==> config.mk <==
export PLATFORM = sky130hd
export DESIGN_NAME = mission_download_requester_flat
export DESIGN_NICKNAME = d
export VERILOG_FILES = /design/src/hdl/mdr_pkg.sv /design/src/hdl/mdr_cmd_if.sv /design/src/hdl/mdr_res_if.sv /design/src/hdl/mission_download_requester.sv /design/src/flat_wrapper.sv
export VERILOG_INCLUDE_DIRS = /design/src /design/src/hdl
export SDC_FILE = /design/constraint.sdc
export NUM_CORES = 1
export LEC_CHECK = 0
export BUFFER_PORTS_ARGS = -buffer_cell sky130_fd_sc_hd__buf_2
export CAP_MARGIN = 20
export CORE_MARGIN = 5
export CORE_UTILIZATION = 35
export DETAILED_ROUTE_END_ITERATION = 16
export GPL_TIMING_DRIVEN = 0
export SYNTH_ARGS = -nofsm -noshare
export SYNTH_HDL_FRONTEND = slang
export SYNTH_SLANG_ARGS = --single-unit
==> constraint.sdc <==
create_clock -name clk -period 34.1 [get_ports clk]
set_input_delay 6.82 -clock clk [delete_from_list [all_inputs] [get_ports clk]]
set_output_delay 6.82 -clock clk [all_outputs]
set_load 0.02 [all_outputs]
==> src/hdl/mission_download_requester_assert.svh <==
// Assertion macros for the mission download requester
`ifndef MISSION_DOWNLOAD_REQUESTER_ASSERT_SVH
`define MISSION_DOWNLOAD_REQUESTER_ASSERT_SVH

`ifndef SYNTH

`define MDR_ASSERT(lbl, clk, rstn, prop) \
    lbl: assert property (@(posedge clk) disable iff (!rstn) (prop)) \
        else $error("mission download requester: assertion failed");

`define MDR_ASSERT_NEXT(lbl, clk, rstn, ante, cons) \
    lbl: assert property (@(posedge clk) disable iff (!rstn) (ante) |=> (cons)) \
        else $error("mission download requester: assertion failed");

`else

`define MDR_ASSERT(lbl, clk, rstn, prop)

`define MDR_ASSERT_NEXT(lbl, clk, rstn, ante, cons)

`endif

`endif

==> src/hdl/mdr_pkg.sv <==
// Types and constants of the mission download requester
`default_nettype none

package mdr_pkg;

    typedef enum logic [1:0] {
        PH_IDLE  = 2'd0,
        PH_COUNT = 2'd1,
        PH_ITEM  = 2'd2
    } phase_t;

    typedef enum logic [2:0] {
        CMD_START  = 3'd0,
        CMD_CANCEL = 3'd1,
        CMD_COUNT  = 3'd2,
        CMD_ITEM   = 3'd3,
        CMD_TICK   = 3'd4
    } cmd_t;

    localparam logic [1:0] SEND_NONE = 2'd0;
    localparam logic [1:0] SEND_LIST = 2'd1;
    localparam logic [1:0] SEND_ITEM = 2'd2;
    localparam logic [1:0] SEND_ACK  = 2'd3;

    localparam logic [1:0] OUT_NONE    = 2'd0;
    localparam logic [1:0] OUT_STARTED = 2'd1;
    localparam logic [1:0] OUT_OK      = 2'd2;
    localparam logic [1:0] OUT_FAILED  = 2'd3;

    localparam logic [2:0] FAIL_NONE     = 3'd0;
    localparam logic [2:0] FAIL_NEG_CNT  = 3'd1;
    localparam logic [2:0] FAIL_FUTURE   = 3'd2;
    localparam logic [2:0] FAIL_TIMEOUT  = 3'd3;
    localparam logic [2:0] FAIL_CANCEL   = 3'd4;

    localparam logic REG_TIMEOUT = 1'b0;
    localparam logic REG_RETRIES = 1'b1;

    localparam logic [15:0] TIMEOUT_RST = 16'd1000;
    localparam logic [3:0]  RETRIES_RST = 4'd3;

    typedef struct packed {
        logic [1:0]  send_kind;
        logic [15:0] send_seq;
        logic [1:0]  outcome;
        logic [2:0]  fail_code;
        logic        progress_valid;
        logic [15:0] done_count;
        logic [15:0] total_count;
        logic        busy_res;
        logic        item_valid;
        logic [15:0] item_index;
        logic [63:0] item_out_data;
    } res_t;

endpackage

`default_nettype wire

==> src/hdl/mdr_cmd_if.sv <==
// Command channel interface of the mission download requester
`default_nettype none

interface mdr_cmd_if;
    logic               valid;
    logic               ready;
    logic [2:0]         command;
    logic signed [16:0] count;
    logic [15:0]        item_seq;
    logic [63:0]        item_data;

    modport source (output valid, command, count, item_seq, item_data, input ready);
    modport sink (input valid, command, count, item_seq, item_data, output ready);
endinterface

`default_nettype wire

==> src/hdl/mdr_res_if.sv <==
// Result channel interface of the mission download requester
`default_nettype none

interface mdr_res_if;
    logic        valid;
    logic        ready;
    logic [1:0]  send_kind;
    logic [15:0] send_seq;
    logic [1:0]  outcome;
    logic [2:0]  fail_code;
    logic        progress_valid;
    logic [15:0] done_count;
    logic [15:0] total_count;
    logic        busy_res;
    logic        item_valid;
    logic [15:0] item_index;
    logic [63:0] item_out_data;

    modport source (
        output valid, send_kind, send_seq, outcome, fail_code, progress_valid,
               done_count, total_count, busy_res, item_valid, item_index, item_out_data,
        input  ready
    );
    modport sink (
        input  valid, send_kind, send_seq, outcome, fail_code, progress_valid,
               done_count, total_count, busy_res, item_valid, item_index, item_out_data,
        output ready
    );
endinterface

`default_nettype wire

==> src/hdl/mission_download_requester.sv <==
// Top level of the mission download requester
//
//   channel  | direction | handshake           | payload
//   cmd      | in        | valid / ready       | command, count, item_seq, item_data
//   res      | out       | valid / ready       | send_kind ... item_out_data
//   apb      | in        | psel/penable/pready | timeout_ticks, max_retries
//
// One command transaction per cycle while the skid entry is empty; each result is registered in the output buffer.
// State and result are computed in one pass from the protocol registers.
// A two-entry output buffer takes one more transaction while res stalls.
// Reset idles the protocol, empties the buffer and loads the register defaults.
`default_nettype none
`include "mission_download_requester_assert.svh"

module mission_download_requester #(
    parameter int COUNT_BITS = 16
) (
    input  wire logic        clk,
    input  wire logic        rst_n,
    input  wire logic        psel,
    input  wire logic        penable,
    input  wire logic        pwrite,
    input  wire logic [2:0]  paddr,
    input  wire logic [31:0] pwdata,
    output logic [31:0]      prdata,
    output logic             pready,
    mdr_cmd_if.sink          cmd,
    mdr_res_if.source        res
);
    import mdr_pkg::*;

    localparam int CB = COUNT_BITS;
    localparam logic [15:0] CMAX16 = 16'((1 << COUNT_BITS) - 1);

    logic [15:0]   timeout_reg;
    logic [3:0]    retries_reg;

    phase_t        phase_reg, phase_next;
    logic [CB-1:0] expected_total_reg, expected_total_next;
    logic [CB-1:0] next_seq_reg, next_seq_next;
    logic [3:0]    retry_reg, retry_next;
    logic          last_list_reg, last_list_next;
    logic          timer_running_reg, timer_running_next;
    logic [15:0]   timer_left_reg, timer_left_next;

    logic          out_valid_reg, out_valid_next;
    logic          skid_valid_reg, skid_valid_next;
    res_t          out_reg, out_next;
    res_t          skid_reg, skid_next;
    res_t          res_new;

    logic          accept;
    logic          pop;
    logic          cfg_write;
    logic          busy;
    logic          cnt_neg;
    logic [15:0]   cnt_mag;
    logic [15:0]   cnt_sat;
    logic [CB-1:0] cnt_val;
    logic          cnt_zero;
    logic [15:0]   seq_cur16;
    logic          seq_future;
    logic          seq_match;
    logic [CB-1:0] seq_inc;
    logic          last_item;
    logic [15:0]   timer_dec;
    logic          expire;
    logic          retry_out;

    assign pready    = 1'b1;
    assign cfg_write = psel && penable && pwrite && pready;

    always_comb
    begin
        prdata = 32'd0;
        if (paddr[2] == REG_TIMEOUT)
        begin
            prdata = 32'(timeout_reg);
        end
        else
        begin
            prdata = 32'(retries_reg);
        end
    end

    always_ff @(posedge clk or negedge rst_n)
    begin
        if (!rst_n)
        begin
            timeout_reg <= TIMEOUT_RST;
            retries_reg <= RETRIES_RST;
        end
        else if (cfg_write)
        begin
            if (paddr[2] == REG_TIMEOUT && pwdata[15:0] != 16'd0)
            begin
                timeout_reg <= pwdata[15:0];
            end
            if (paddr[2] == REG_RETRIES && pwdata[3:0] != 4'd0)
            begin
                retries_reg <= pwdata[3:0];
            end
        end
    end

    assign accept     = cmd.valid && cmd.ready;
    assign cmd.ready  = !skid_valid_reg;
    assign pop        = out_valid_reg && res.ready;

    assign busy       = (phase_reg == PH_COUNT) || (phase_reg == PH_ITEM);
    assign cnt_neg    = cmd.count[16];
    assign cnt_mag    = cmd.count[15:0];
    assign cnt_sat    = (cnt_mag > CMAX16) ? CMAX16 : cnt_mag;
    assign cnt_val    = cnt_sat[CB-1:0];
    assign cnt_zero   = (cnt_val == '0);
    assign seq_cur16  = 16'(next_seq_reg);
    assign seq_future = cmd.item_seq > seq_cur16;
    assign seq_match  = cmd.item_seq == seq_cur16;
    assign seq_inc    = next_seq_reg + 1'b1;
    assign last_item  = seq_inc >= expected_total_reg;
    assign timer_dec  = (timer_left_reg != 16'd0) ? (timer_left_reg - 16'd1) : 16'd0;
    assign expire     = timer_running_reg && (timer_dec == 16'd0);
    assign retry_out  = retry_reg >= retries_reg;

    // protocol next state
    always_comb
    begin
        phase_next          = phase_reg;
        expected_total_next = expected_total_reg;
        next_seq_next       = next_seq_reg;
        retry_next          = retry_reg;
        last_list_next      = last_list_reg;
        timer_running_next  = timer_running_reg;
        timer_left_next     = timer_left_reg;
        if (accept)
        begin
            case (cmd_t'(cmd.command))
                CMD_START:
                begin
                    if (!busy)
                    begin
                        expected_total_next = '0;
                        next_seq_next       = '0;
                        retry_next          = 4'd0;
                        last_list_next      = 1'b1;
                        phase_next          = PH_COUNT;
                        timer_running_next  = 1'b1;
                        timer_left_next     = timeout_reg;
                    end
                end
                CMD_CANCEL:
                begin
                    if (busy)
                    begin
                        phase_next         = PH_IDLE;
                        timer_running_next = 1'b0;
                        timer_left_next    = 16'd0;
                    end
                end
                CMD_COUNT:
                begin
                    if (phase_reg == PH_COUNT)
                    begin
                        if (cnt_neg || cnt_zero)
                        begin
                            phase_next         = PH_IDLE;
                            timer_running_next = 1'b0;
                            timer_left_next    = 16'd0;
                        end
                        else
                        begin
                            next_seq_next      = '0;
                            retry_next         = 4'd0;
                            phase_next         = PH_ITEM;
                            last_list_next     = 1'b0;
                            timer_running_next = 1'b1;
                            timer_left_next    = timeout_reg;
                        end
                        if (!cnt_neg)
                        begin
                            expected_total_next = cnt_val;
                        end
                    end
                end
                CMD_ITEM:
                begin
                    if (phase_reg == PH_ITEM)
                    begin
                        if (seq_future)
                        begin
                            phase_next         = PH_IDLE;
                            timer_running_next = 1'b0;
                            timer_left_next    = 16'd0;
                        end
                        else if (seq_match)
                        begin
                            next_seq_next = seq_inc;
                            retry_next    = 4'd0;
                            if (last_item)
                            begin
                                phase_next         = PH_IDLE;
                                timer_running_next = 1'b0;
                                timer_left_next    = 16'd0;
                            end
                            else
                            begin
                                last_list_next     = 1'b0;
                                timer_running_next = 1'b1;
                                timer_left_next    = timeout_reg;
                            end
                        end
                    end
                end
                CMD_TICK:
                begin
                    if (timer_running_reg)
                    begin
                        timer_left_next = timer_dec;
                        if (expire)
                        begin
                            timer_running_next = 1'b0;
                            if (busy)
                            begin
                                if (retry_out)
                                begin
                                    phase_next      = PH_IDLE;
                                    timer_left_next = 16'd0;
                                end
                                else
                                begin
                                    retry_next         = retry_reg + 4'd1;
                                    timer_running_next = 1'b1;
                                    timer_left_next    = timeout_reg;
                                end
                            end
                        end
                    end
                end
                default:
                begin
                end
            endcase
        end
    end

    // result of the current transaction
    always_comb
    begin
        res_new = '0;
        case (cmd_t'(cmd.command))
            CMD_START:
            begin
                if (!busy)
                begin
                    res_new.send_kind = SEND_LIST;
                    res_new.outcome   = OUT_STARTED;
                end
            end
            CMD_CANCEL:
            begin
                if (busy)
                begin
                    res_new.outcome   = OUT_FAILED;
                    res_new.fail_code = FAIL_CANCEL;
                end
            end
            CMD_COUNT:
            begin
                if (phase_reg == PH_COUNT)
                begin
                    if (cnt_neg)
                    begin
                        res_new.outcome   = OUT_FAILED;
                        res_new.fail_code = FAIL_NEG_CNT;
                    end
                    else
                    begin
                        res_new.progress_valid = 1'b1;
                        res_new.total_count    = 16'(cnt_val);
                        if (cnt_zero)
                        begin
                            res_new.send_kind = SEND_ACK;
                            res_new.outcome   = OUT_OK;
                        end
                        else
                        begin
                            res_new.send_kind = SEND_ITEM;
                        end
                    end
                end
            end
            CMD_ITEM:
            begin
                if (phase_reg == PH_ITEM)
                begin
                    if (seq_future)
                    begin
                        res_new.outcome   = OUT_FAILED;
                        res_new.fail_code = FAIL_FUTURE;
                    end
                    else if (seq_match)
                    begin
                        res_new.item_valid     = 1'b1;
                        res_new.item_index     = seq_cur16;
                        res_new.item_out_data  = cmd.item_data;
                        res_new.progress_valid = 1'b1;
                        res_new.done_count     = 16'(seq_inc);
                        res_new.total_count    = 16'(expected_total_reg);
                        if (last_item)
                        begin
                            res_new.send_kind = SEND_ACK;
                            res_new.outcome   = OUT_OK;
                        end
                        else
                        begin
                            res_new.send_kind = SEND_ITEM;
                            res_new.send_seq  = 16'(seq_inc);
                        end
                    end
                end
            end
            CMD_TICK:
            begin
                if (expire && busy)
                begin
                    if (retry_out)
                    begin
                        res_new.outcome   = OUT_FAILED;
                        res_new.fail_code = FAIL_TIMEOUT;
                    end
                    else if (last_list_reg)
                    begin
                        res_new.send_kind = SEND_LIST;
                    end
                    else
                    begin
                        res_new.send_kind = SEND_ITEM;
                        res_new.send_seq  = seq_cur16;
                    end
                end
            end
            default:
            begin
            end
        endcase
        res_new.busy_res = (phase_next != PH_IDLE);
    end

    always_ff @(posedge clk or negedge rst_n)
    begin
        if (!rst_n)
        begin
            phase_reg          <= PH_IDLE;
            expected_total_reg <= '0;
            next_seq_reg       <= '0;
            retry_reg          <= 4'd0;
            last_list_reg      <= 1'b1;
            timer_running_reg  <= 1'b0;
            timer_left_reg     <= 16'd0;
        end
        else
        begin
            phase_reg          <= phase_next;
            expected_total_reg <= expected_total_next;
            next_seq_reg       <= next_seq_next;
            retry_reg          <= retry_next;
            last_list_reg      <= last_list_next;
            timer_running_reg  <= timer_running_next;
            timer_left_reg     <= timer_left_next;
        end
    end

    // output buffer: result register plus skid entry
    always_comb
    begin
        out_valid_next  = out_valid_reg;
        skid_valid_next = skid_valid_reg;
        out_next        = out_reg;
        skid_next       = skid_reg;
        if (skid_valid_reg)
        begin
            if (pop)
            begin
                out_next        = skid_reg;
                skid_valid_next = 1'b0;
            end
        end
        else if (accept)
        begin
            if (!out_valid_reg || pop)
            begin
                out_next       = res_new;
                out_valid_next = 1'b1;
            end
            else
            begin
                skid_next       = res_new;
                skid_valid_next = 1'b1;
            end
        end
        else if (pop)
        begin
            out_valid_next = 1'b0;
        end
    end

    always_ff @(posedge clk or negedge rst_n)
    begin
        if (!rst_n)
        begin
            out_valid_reg  <= 1'b0;
            skid_valid_reg <= 1'b0;
        end
        else
        begin
            out_valid_reg  <= out_valid_next;
            skid_valid_reg <= skid_valid_next;
        end
    end

    always_ff @(posedge clk)
    begin
        out_reg  <= out_next;
        skid_reg <= skid_next;
    end

    assign res.valid          = out_valid_reg;
    assign res.send_kind      = out_reg.send_kind;
    assign res.send_seq       = out_reg.send_seq;
    assign res.outcome        = out_reg.outcome;
    assign res.fail_code      = out_reg.fail_code;
    assign res.progress_valid = out_reg.progress_valid;
    assign res.done_count     = out_reg.done_count;
    assign res.total_count    = out_reg.total_count;
    assign res.busy_res       = out_reg.busy_res;
    assign res.item_valid     = out_reg.item_valid;
    assign res.item_index     = out_reg.item_index;
    assign res.item_out_data  = out_reg.item_out_data;

    `MDR_ASSERT(a_skid_behind_out, clk, rst_n, !skid_valid_reg || out_valid_reg)
    `MDR_ASSERT(a_timer_only_busy, clk, rst_n, !timer_running_reg || phase_reg != PH_IDLE)
    `MDR_ASSERT(a_seq_below_total, clk, rst_n, phase_reg != PH_ITEM || next_seq_reg < expected_total_reg)
    `MDR_ASSERT_NEXT(a_skid_drains, clk, rst_n, skid_valid_reg && pop, out_valid_reg && !skid_valid_reg)

endmodule

`default_nettype wire

==> src/flat_wrapper.sv <==
// flat-port wrapper written by rule: the top's interface ports become plain ports
module mission_download_requester_flat import mdr_pkg::*;
#(
    parameter int COUNT_BITS = 16
)
  (clk, rst_n, psel, penable, pwrite, paddr, pwdata, prdata, pready, cmd_valid, cmd_command, cmd_count, cmd_item_seq, cmd_item_data, cmd_ready, res_valid, res_send_kind, res_send_seq, res_outcome, res_fail_code, res_progress_valid, res_done_count, res_total_count, res_busy_res, res_item_valid, res_item_index, res_item_out_data, res_ready);
  mdr_cmd_if cmd_i ();
  mdr_res_if res_i ();
  input  wire logic clk;
  input  wire logic rst_n;
  input  wire logic psel;
  input  wire logic penable;
  input  wire logic pwrite;
  input  wire logic [2:0] paddr;
  input  wire logic [31:0] pwdata;
  output logic [31:0] prdata;
  output logic pready;
  input wire logic [$bits(cmd_i.valid)-1:0] cmd_valid;
  input wire logic [$bits(cmd_i.command)-1:0] cmd_command;
  input wire logic [$bits(cmd_i.count)-1:0] cmd_count;
  input wire logic [$bits(cmd_i.item_seq)-1:0] cmd_item_seq;
  input wire logic [$bits(cmd_i.item_data)-1:0] cmd_item_data;
  output wire logic [$bits(cmd_i.ready)-1:0] cmd_ready;
  output wire logic [$bits(res_i.valid)-1:0] res_valid;
  output wire logic [$bits(res_i.send_kind)-1:0] res_send_kind;
  output wire logic [$bits(res_i.send_seq)-1:0] res_send_seq;
  output wire logic [$bits(res_i.outcome)-1:0] res_outcome;
  output wire logic [$bits(res_i.fail_code)-1:0] res_fail_code;
  output wire logic [$bits(res_i.progress_valid)-1:0] res_progress_valid;
  output wire logic [$bits(res_i.done_count)-1:0] res_done_count;
  output wire logic [$bits(res_i.total_count)-1:0] res_total_count;
  output wire logic [$bits(res_i.busy_res)-1:0] res_busy_res;
  output wire logic [$bits(res_i.item_valid)-1:0] res_item_valid;
  output wire logic [$bits(res_i.item_index)-1:0] res_item_index;
  output wire logic [$bits(res_i.item_out_data)-1:0] res_item_out_data;
  input wire logic [$bits(res_i.ready)-1:0] res_ready;
  assign cmd_i.valid = cmd_valid;
  assign cmd_i.command = cmd_command;
  assign cmd_i.count = cmd_count;
  assign cmd_i.item_seq = cmd_item_seq;
  assign cmd_i.item_data = cmd_item_data;
  assign cmd_ready = cmd_i.ready;
  assign res_valid = res_i.valid;
  assign res_send_kind = res_i.send_kind;
  assign res_send_seq = res_i.send_seq;
  assign res_outcome = res_i.outcome;
  assign res_fail_code = res_i.fail_code;
  assign res_progress_valid = res_i.progress_valid;
  assign res_done_count = res_i.done_count;
  assign res_total_count = res_i.total_count;
  assign res_busy_res = res_i.busy_res;
  assign res_item_valid = res_i.item_valid;
  assign res_item_index = res_i.item_index;
  assign res_item_out_data = res_i.item_out_data;
  assign res_i.ready = res_ready;
  mission_download_requester #(.COUNT_BITS(COUNT_BITS)) u_core (.clk(clk), .rst_n(rst_n), .psel(psel), .penable(penable), .pwrite(pwrite), .paddr(paddr), .pwdata(pwdata), .prdata(prdata), .pready(pready), .cmd(cmd_i), .res(res_i));
endmodule
==> summary.md, run 1 <==
| Metric | Value |
|---|---|
| Largest net degree at the start of global routing | 64 |
| Max reg flops | 138 |
| DRC viols | 0 |
| TritonCTS clock tree | yes |
| Die W | 228 µm |
| Post-DRT Antenna Nets | 0 |
| Final Max Slew Viols | 0 |
| Critical Path Sink Type | primary output |
| CTS Buf Count | 39 |
| Final worst-path cycle share | 43.0% |
| Die outline area | 0.0521 mm² |
| HP Class | reg2reg |
| Place WS | 19390 ps |
| Register area share after synthesis | between 60% and 70% |
| Layout Skew | 26.4 ps |
| Die span in y | ~230 µm |
| Boundary pin count | 315 |
| WP data required | between 20000 and 30000 ps |
| Min Tclk post-route | 14660 ps |
| Post-cts gate resize count | 0 |
| RSZ-0062 raised after global routing | no |
| Hold WS | 481 ps |
| DR iter-0 viols | 1016 |
| Depth of the CTS H-tree | 2 |
| Grt ovf | 0 |
| Via count | approximately 12000 |
| Endpoints failing setup | 0 |
| Max cap viols | 0 |
| Critical path arrival | a little under 8000 ps |
| Final cell count without fillers | 2335 |
| Num rows | 80 |
| Global placer's final weighted congestion | 0.876 |
| Ys async rst share | 22.0% |
| Layout Nets | approximately 1900 |
| Clk sinks | ~350 |
| Ys flop type | edfxtp_1 |
| Vias/cell | 5.09 |
| Worst-Margin Slew | 1010 ps |
| Share of the synthesized area in the top cell type | 49.7% |
| Clk buf depth | 3 |
| Aggregate routed wire length | around 45 mm |
| Reg clk slew, reported paths | about 60 ps |
| Final core occ | between 40% and 50% |
| Max-slew headroom | between 30 and 40% |
| Post-CTS repair timing setup buffer count | 0 |
| Register bit count reported by yosys | 354 |
| Outcome | completed |
| Worst Path Max Fanout | 10 |
| DP Wirelength | 33.8 mm |
| Top cells by area, synth | edfxtp_1 50%, dfrtp_1 10%, mux2_2 8.6%, nand2_1 3.4%, ha_1 3.3% |
| Post-synthesis cell area | 0.0167 mm² |
| Initial Utilization | 35.1% |
| Hold Fails Final Rpt | 0 |
| Worst VDD drop | 0.0433 mV |
| All-Layer GR Usage | 16.6% |
| Setup_tns | 0 ps |
| Yosys warnings | 0 |
| Final worst-path setup slack | roughly 19000 ps |
| Most frequent cells in the layout | 280 x buf_2, 276 x edfxtp_1, 150 x nand2_1, 127 x mux2_2, 70 x and2_1 |
| Fmax | between 0.06 and 0.07 GHz |
| Pre-antenna DRT Iters | 5 |
| WL per Instance | approximately 19 µm |
| Root Buffer | clkbuf_16 |
| First-pass GRT wire length | around 70 mm |
| Layout cells sized above 1 | 31.3% |
| Vias in the first global route | 11800 |
| Power density cells | 76.7 mW/mm² |
| Post-Syn Instances | 1331 |
| Initial antenna violation count | 5 |
| Synthesis-to-layout area growth | 22.7% |
| Crit path kind | in2out |
| Startpoint types | primary input |
| P_leak | approximately 8 nW |
| EDFF count, synth | around 280 |
| Post-CTS Hold Fix Bufs | 0 |
| Worst-Skew Late Latency | around 560 ps |
| DP Area | between 0.015 and 0.02 mm² |
| Core footprint | about 0.047 mm² |
| Post-synth cell types | between 70 and 80 |
| Yosys top cell by area | edfxtp_1 |
| Final Cell Area | 0.0205 mm² |
| Syn Area/Cell | 12.5 µm² |
| IO Port Bufs | 277 |
| Placed insts | 2264 |
| Commonest non-fill, non-tap cell in the layout | buf_2 |
| Tot Pwr | between 1.5 and 2 mW |
final cells by class:
type | instances | area (µm²)
Fill cell | 4436 | 27000
Sequential cell | 354 | 10300
Multi-Input combinational cell | 842 | 5840
Timing Repair Buffer | 303 | 1750
Clock buffer | 48 | 1030
Tap cell | 615 | 769
Buffer | 86 | 400
Inverter | 64 | 240
Clock inverter | 21 | 166
Antenna cell | 2 | 5.00
synthesized netlist by cell type (3+ instances only):
library cell	n
o211ai_1	8
or4_1	4
or2_2	6
nand2b_1	4
nand4_1	14
nor4_1	17
buf_2	3
a21oi_1	25
mux2_2	127
mux2i_1	4
a21o_1	6
o21a_1	4
edfxtp_1	276
xnor2_1	18
o21bai_1	4
buf_4	17
inv_1	63
nor2_1	63
nor4b_1	4
nor3b_1	4
dfstp_2	9
clkbuf_1	61
a22o_1	3
nand2_1	150
nand3_1	23
o2111ai_1	4
a221oi_1	3
and2_1	70
nor2b_1	14
dfrtp_1	69
o21ai_0	58
a221o_1	14
ha_1	44
nor3_1	22
or3_1	6
o31ai_1	51
o21ai_1	13
power breakdown:
group	total (mW)	leakage [nW]	switching (mW)	internal, mW
clock	0.399	0.561	0.175	0.224
combinational	0.514	3.89	0.326	0.187
sequential	0.656	3.67	0.0486	0.608
path summary, 6_finish.rpt:
kind / slack [ps] / cells past startpoint / start / end
max: 19440 / 4 / paddr[2] / prdata[9]
max reg2reg: 29200 / 17 / u_core.next_seq_reg[3] / u_core.res.send_seq[5]
min in group asynchronous: 6150 / 1 / rst_n / u_core.timeout_reg[11]
min: 480 / 2 / u_core.expected_total_reg[12] / u_core.expected_total_reg[12]
max in group asynchronous: 27310 / 2 / rst_n / u_core.last_list_reg
min reg2reg: 480 / 2 / u_core.expected_total_reg[12] / u_core.expected_total_reg[12]
critical path, cell delays in order:
cell      delay, ps
clkbuf_1        310
clkbuf_1        400
nor2b_1         120
buf_2           180
cell families after synthesis:
family                     count (synthesis)  share of synthesized area, %
and+or+nand+nor                          409                          12.1
DFF                                      354                          61.5
AOI/OAI and AO/OA                        222                          9.40
buffers and inverters                    150                          3.84
muxes                                    131                          8.82
adders and majority gates                 44                          3.30
xor gates and xnor gates                  19                         0.999
other                                      2                        0.0451
per-layer routing:
metal	vias to the layer above	global-route usage, %	share of wire (%)
li1	5584	-	-
met1	5739	21.7	43
met2	446	26.6	46
met3	108	3.44	6.1
met4	6	7.58	4.4
met5	-	0	0.075
(Power assumes the default switching activity.)
==> inputs of run 2 (changes only) <==
Settings changed: ABC_AREA from default to 1.
Clock period 34.1 ns to 14.2 ns, I/O delays scaled along.
==> summary.md, run 2 <==
| Metric | Value |
|---|---|
| TritonCTS clock tree | yes |
| Cell-internal power | 2.45 mW (+140%) |
| Most numerous cell in the Yosys netlist | nand2_1 |
| Layout Nets | 2430 (+30%) |
| CTS Buf Count | 40 (+2.6%) |
| Post-synthesis cell area | 0.0175 mm² (+5.2%) |
| Seq pwr share | 40.2% (-1.6 points) |
| Hold Fails Final Rpt | 0 (unchanged) |
| NetSw | 1.54 mW (+180%) |
| Worst-Skew Late Latency | 550 ps (about the same) |
| Reg clk slew, reported paths | 60 ps (about the same) |
| Via count | 14200 (+20%) |
| Critical Path Sink Type | primary output |
| EDFF count, synth | 276 (unchanged) |
| P_leak | 9.71 nW (+20%) |
| First-pass GRT wire length | 76.4 mm (+11%) |
| Layout Skew | 16.2 ps (-10.3 ps) |
| Post-CTS Hold Fix Bufs | 0 (unchanged) |
| Post-synth cell types | 56 (-21%) |
| Outcome | completed |
| Root Buffer | clkbuf_16 |
| IO Port Bufs | 279 (+0.72%) |
| ANT cells | 0 (-2) |
| Critical path arrival | 3720 ps (-4120 ps) |
| Yosys warnings | 0 (unchanged) |
| Clock power share | 25.2% (-0.2 points) |
| Clk sinks | 354 (unchanged) |
| Boundary pin count | 315 (unchanged) |
| Max-slew headroom | 37.6% (+5.1 points) |
| Endpoints failing setup | 0 (unchanged) |
| Pre-antenna DRT Iters | 6 (+1) |
| Register bit count reported by yosys | 354 (unchanged) |
| Final worst-path cycle share | 46.2% |
| Startpoint types | primary input |
| DP Wirelength | 38.7 mm (+15%) |
| WL per Instance | 17.1 µm (-12%) |
| Largest net degree at the start of global routing | 61 (-4.7%) |
| Initial antenna violation count | 0 (-5) |
| Yosys top cell by area | edfxtp_1 |
| Commonest cells post-synth | 540 x nand2_1, 276 x edfxtp_1, 231 x inv_1 |
| Register area share after synthesis | 58.5% (-3.0 points) |
| Syn Area/Cell | 9.24 µm² (-26%) |
| Worst VDD drop | 0.0944 mV (+120%) |
| Die span in y | 234 µm (+2.4%) |
| Global placer's final weighted congestion | 0.909 (+3.8%) |
| Aggregate routed wire length | 50.5 mm (+12%) |
| WP data required | 11360 ps (-15920 ps) |
| DRC viols | 0 (unchanged) |
| Die W | 234 µm (+2.4%) |
| Crit path kind | in2out |
| Slowest stage delay, CP | 310 ps (-90 ps) |
| Place WS | 7660 ps (-11730 ps) |
| Post-CTS repair timing setup buffer count | 0 (unchanged) |
| Gate power share | 34.7% (+2.0 points) |
| Setup_tns | 0 ps (unchanged) |
| Max cap viols | 0 (unchanged) |
| Min Tclk post-route | 6560 ps |
| All-Layer GR Usage | 17.7% (+1.1 points) |
| Post-Syn Instances | 1897 (+43%) |
| Ys async rst share | 22.0% (unchanged) |
| Post-DRT Antenna Nets | 0 (unchanged) |
| Layout cells sized above 1 | 19.9% (-11 points) |
| HP Class | reg2reg |
| Max reg flops | 138 (unchanged) |
| Critical-path cell list | buf_2 > clkbuf_1 > nand2_1 > o21ai_0 > buf_2 |
| Fmax | 0.152 GHz |
| Synthesis-to-layout area growth | 21.8% |
| DR iter-0 viols | 1264 (+24%) |
| Initial Utilization | 35.1% (about the same) |
| Critical-path top delay cell | clkbuf_1 |
| Clk buf depth | 3 (unchanged) |
| Worst Path Max Fanout | 10 (unchanged) |
| Hold WS | 507 ps (+25.7 ps) |
| RSZ-0062 raised after global routing | no |
| Worst-Margin Slew | 936 ps (-77.0 ps) |
| Post-cts gate resize count | 0 (unchanged) |
| Final worst-path setup slack | 7640 ps (-11800 ps) |
| Core footprint | 0.0499 mm² (+5.1%) |
| Final core occ | 42.8% (-0.31 points) |
| Ys flop type | edfxtp_1 |
| Die outline area | 0.0546 mm² (+4.9%) |
| Sw Ratio | 38.7% (+3.6 points) |
| Num rows | 82 (+2.5%) |
| Final Max Slew Viols | 0 (unchanged) |
| Vias/cell | 4.83 (-5.1%) |
| Depth of the CTS H-tree | 2 (unchanged) |
| Grt ovf | 0 (unchanged) |
| Power density cells | 187 mW/mm² (+140%) |
| Vias in the first global route | 13500 (+15%) |
| Top cells by area, synth | edfxtp_1 47%, nand2_1 12%, dfrtp_1 9.9%, inv_1 4.9%, nor2_1 3.9% |
| Worst path most repeated cell | buf_2 |
| Share of the synthesized area in the top cell type | 47.3% (-2.4 points) |
| Most frequent cells in the layout | 540 x nand2_1, 287 x buf_2, 276 x edfxtp_1, 231 x inv_1, 182 x nor2_1 |
| Fillers | 4903 (+11%) |
| Commonest non-fill, non-tap cell in the layout | nand2_1 |
run 2: cells by family after synthesis:
kind of cell,share of synthesized area [%]
AND/OR/NAND/NOR,23.6
flip-flops,58.5
buffers and inverters,7.92
AO/OA/AOI/OAI,6.45
adder cells (fa/ha/maj),3.14
XOR/XNOR,0.350
other,0.0429
run 2: metrics by stage:
step,instance area [µm²],std cells,total power [mW]
after floorplan,17600,1912,2.51
after global placement,19800,2863,3.03
after detailed placement,20100,2873,3.02
after CTS,21300,2946,4.04
after global routing,21300,2947,4.24
final,21300,2947,3.99
run 2: path summary, 6_finish.rpt:
kind                                   startpoint                   endpoint  slack, ps  cells past startpoint
setup / recovery                         paddr[2]                  prdata[1]       7640                      5
hold / removal              u_core.timeout_reg[7]      u_core.timeout_reg[7]        510                      2
setup reg to reg           u_core.next_seq_reg[0]   u_core.timer_left_reg[3]       9430                     22
hold reg to reg             u_core.timeout_reg[7]      u_core.timeout_reg[7]        510                      2
max in group asynchronous                   rst_n      u_core.retries_reg[0]      11340                      2
min in group asynchronous                   rst_n  u_core.timer_left_reg[14]       2190                      1
run 2: power groups by stage:
stage,clock network [mW],registers [mW],logic (mW)
after floorplan,0,1.84,0.672
after global placement,0,1.71,1.32
after detailed placement,0,1.62,1.39
after CTS,1.03,1.61,1.40
after global routing,1.08,1.63,1.53
final,1.00,1.60,1.38
run 2: critical path, delay by kind of cell:
family,cells,cell delay [ps]
buf+inv,3,650
simple gates,1,90
compound gates,1,130
run 2: area by class of cell:
class                   instances  area [µm²]  share of cell area (%)
plain buffers                  90         484                    2.27
clock buffers                  52        1080                    5.04
clock inverters                21         196                   0.920
inverters                     240         903                    4.23
multi-input cells            1228        5960                    27.9
flip-flops and latches        354       10300                    48.0
well taps                     672         841                    3.94
repair buffers                290        1630                    7.62
run 2: metal layers:
layer / GRT usage (%) / vias to the layer above / routed length, µm
met5: 0 / - / 0
met4: 6.06 / 0 / 1590
met3: 3.11 / 94 / 3530
met2: 29.3 / 541 / 23500
met1: 23.7 / 6668 / 21900
li1: - / 6936 / -
==> inputs of run 3 (changes only) <==
Clock period 14.2 ns to 5.4 ns, I/O delays scaled along.
==> summary.md, run 3 (synthesis gave the netlist of run 2 again) <==
| Metric | Value |
|---|---|
| First-pass GRT wire length | 76.7 mm (+0.41%) |
| Layout Nets | 2431 (+0.041%) |
| Max cap viols | 0 (unchanged) |
| Clk sinks | 354 (unchanged) |
| Reg clk slew, reported paths | 60 ps (about the same) |
| Global-route met1 utilization | 23.7% (+0.024 points) |
| ANT cells | 0 (unchanged) |
| Setup_tns | 0 ps (unchanged) |
| Post-cts gate resize count | 0 (unchanged) |
| Fmax | 0.215 GHz |
| Critical Path Sink Type | flop |
| Startpoint types | flop |
| Initial antenna violation count | 1 (+1) |
| Via count | 14100 (-0.85%) |
| Worst-Skew Late Latency | 550 ps (about the same) |
| Endpoints failing setup | 0 (unchanged) |
| Worst VDD drop | 0.299 mV (+220%) |
| Aggregate routed wire length | 49.9 mm (-1.2%) |
| Place WS | 842 ps (-6820 ps) |
| Commonest non-fill, non-tap cell in the layout | nand2_1 |
| Crit path kind | reg2reg |
| Global placer's final weighted congestion | 0.889 (-2.2%) |
| Vias/cell | 4.79 (-0.82%) |
| HP Class | in2async |
| Final worst-path cycle share | 86.2% |
| Largest net degree at the start of global routing | 59 (-3.3%) |
| Outcome | completed |
| RSZ-0062 raised after global routing | no |
| Core footprint | 0.0499 mm² (unchanged) |
| DR iter-0 viols | 1142 (-9.7%) |
| Post-CTS repair timing setup buffer count | 0 (unchanged) |
| Layout Skew | 19.3 ps (+3.13 ps) |
| Pre-antenna DRT Iters | 8 (+2) |
| Power density cells | 489 mW/mm² (+160%) |
| IO Port Bufs | 279 (unchanged) |
| Layout cells sized above 1 | 19.7% (-0.17 points) |
| Grt ovf | 0 (unchanged) |
| Most frequent cells in the layout | 540 x nand2_1, 286 x buf_2, 276 x edfxtp_1, 231 x inv_1, 182 x nor2_1 |
| Max-slew headroom | 25.6% (-12 points) |
| WP data required | 5830 ps (-5530 ps) |
| Hold Fails Final Rpt | 0 (unchanged) |
| Final Max Slew Viols | 0 (unchanged) |
| Depth of the CTS H-tree | 2 (unchanged) |
| GRT busiest layer | met2 |
| Post-CTS Hold Fix Bufs | 0 (unchanged) |
| GR Util met3 | 3.11% (unchanged) |
| CTS Buf Count | 41 (+2.5%) |
| P_leak | 9.69 nW (-0.25%) |
| Synthesis-to-layout area growth | 21.6% |
| Boundary pin count | 315 (unchanged) |
| Vias in the first global route | 13700 (+1.6%) |
| Initial Utilization | 35.1% (unchanged) |
| All-Layer GR Usage | 17.7% (+0.024 points) |
| WL per Instance | 16.9 µm (-1.2%) |
| Min Tclk post-route | between 4000 and 5000 ps |
| Num rows | 82 (unchanged) |
| Final worst-path setup slack | 746 ps (-6900 ps) |
| Die span in y | 234 µm (unchanged) |
| Max reg flops | 138 (unchanged) |
| Post-DRT Antenna Nets | 0 (unchanged) |
| Worst Path Max Fanout | 10 (unchanged) |
| Die outline area | 0.0546 mm² (unchanged) |
| Root Buffer | clkbuf_16 |
| Worst-Margin Slew | 1110 ps (+172 ps) |
| Final core occ | 42.8% (-0.045 points) |
| DP Wirelength | 38.1 mm (-1.6%) |
| Met2 Usage GRT | 29.1% (-0.17 points) |
| TritonCTS clock tree | yes |
| Critical path arrival | 5080 ps (+1360 ps) |
| DRC viols | 0 (unchanged) |
| Clk buf depth | 3 (unchanged) |
| Die W | 234 µm (unchanged) |
run 3: cell count changes in the layout (fill, tap and decap cells not counted), sizes merged:
cell,change
clkinvlp,+1
clkbuf,+3
bufinv,-2
inv,+1
clkinv,-4
run 3: worst paths after layout:
check                      cells past startpoint                    endpoint                   start  slack [ps]
setup reg to reg                              21    u_core.timer_left_reg[3]  u_core.next_seq_reg[0]         750
max in group asynchronous                      2        u_core.last_list_reg                   rst_n        4290
hold reg to reg                                2  u_core.res.total_count[12]     u_core.skid_reg[94]         500
min in group clk                               2  u_core.res.total_count[12]     u_core.skid_reg[94]         500
hold / removal                                 1     u_core.next_seq_reg[14]                   rst_n         440
setup / recovery                              21    u_core.timer_left_reg[3]  u_core.next_seq_reg[0]         750
run 3: through the flow:
stage / hold WS (ps) / power (mW) / cells / area [µm²]
2_1_floorplan: 474 / 6.50 / 1912 / 17600
3_5_place_dp: 502 / 7.92 / 2874 / 20100
5_1_grt: 447 / 11.1 / 2946 / 21300
3_3_place_gp: 500 / 7.79 / 2863 / 19800
6_report: 440 / 10.4 / 2946 / 21300
4_1_cts: 413 / 10.5 / 2946 / 21300
run 3: power by group:
group / internal, mW / leakage, nW / switching, mW
sequential: 3.85 / 3.65 / 0.354
clock: 1.48 / 0.588 / 1.09
combinational: 1.04 / 5.45 / 2.61
total: 6.37 / 9.69 / 4.05
run 3: cell type report:
type                       count  area (µm²)
buffer                        90         484
clock buffer                  55        1100
clock inverter                17         121
fill                        4903       28500
inverter                     240         903
multi-input combinational   1228        5960
sequential                   354       10300
tap                          672         841
timing repair buffer         290        1660
run 3: routing by layer:
| layer | vias up | routed length (µm) | share of wire [%] |
|---|---|---|---|
| li1 | 6932 | - | - |
| met1 | 6583 | 21600 | 43 |
| met2 | 507 | 23200 | 47 |
| met3 | 94 | 3520 | 7.1 |
| met4 | 2 | 1570 | 3.1 |
| met5 | - | 7 | 0.014 |
run 3: critical path, stage by stage (launching register included):
cell     delay, ps
dfrtp_1        620
inv_1          230
nor3_1         230
nand2_1        150
nor4_1         400
nand4_1        140
nand2_1        220
inv_1          130
ha_1           320
nand2_1         70
nor3_1         270
nand3_1        100
nand3_1        180
inv_1          160
nand3_1        160
inv_1           70
nor2_1         430
inv_1          260
a21oi_1        200
nand2_1         80
o21ai_1         70
inv_1           50
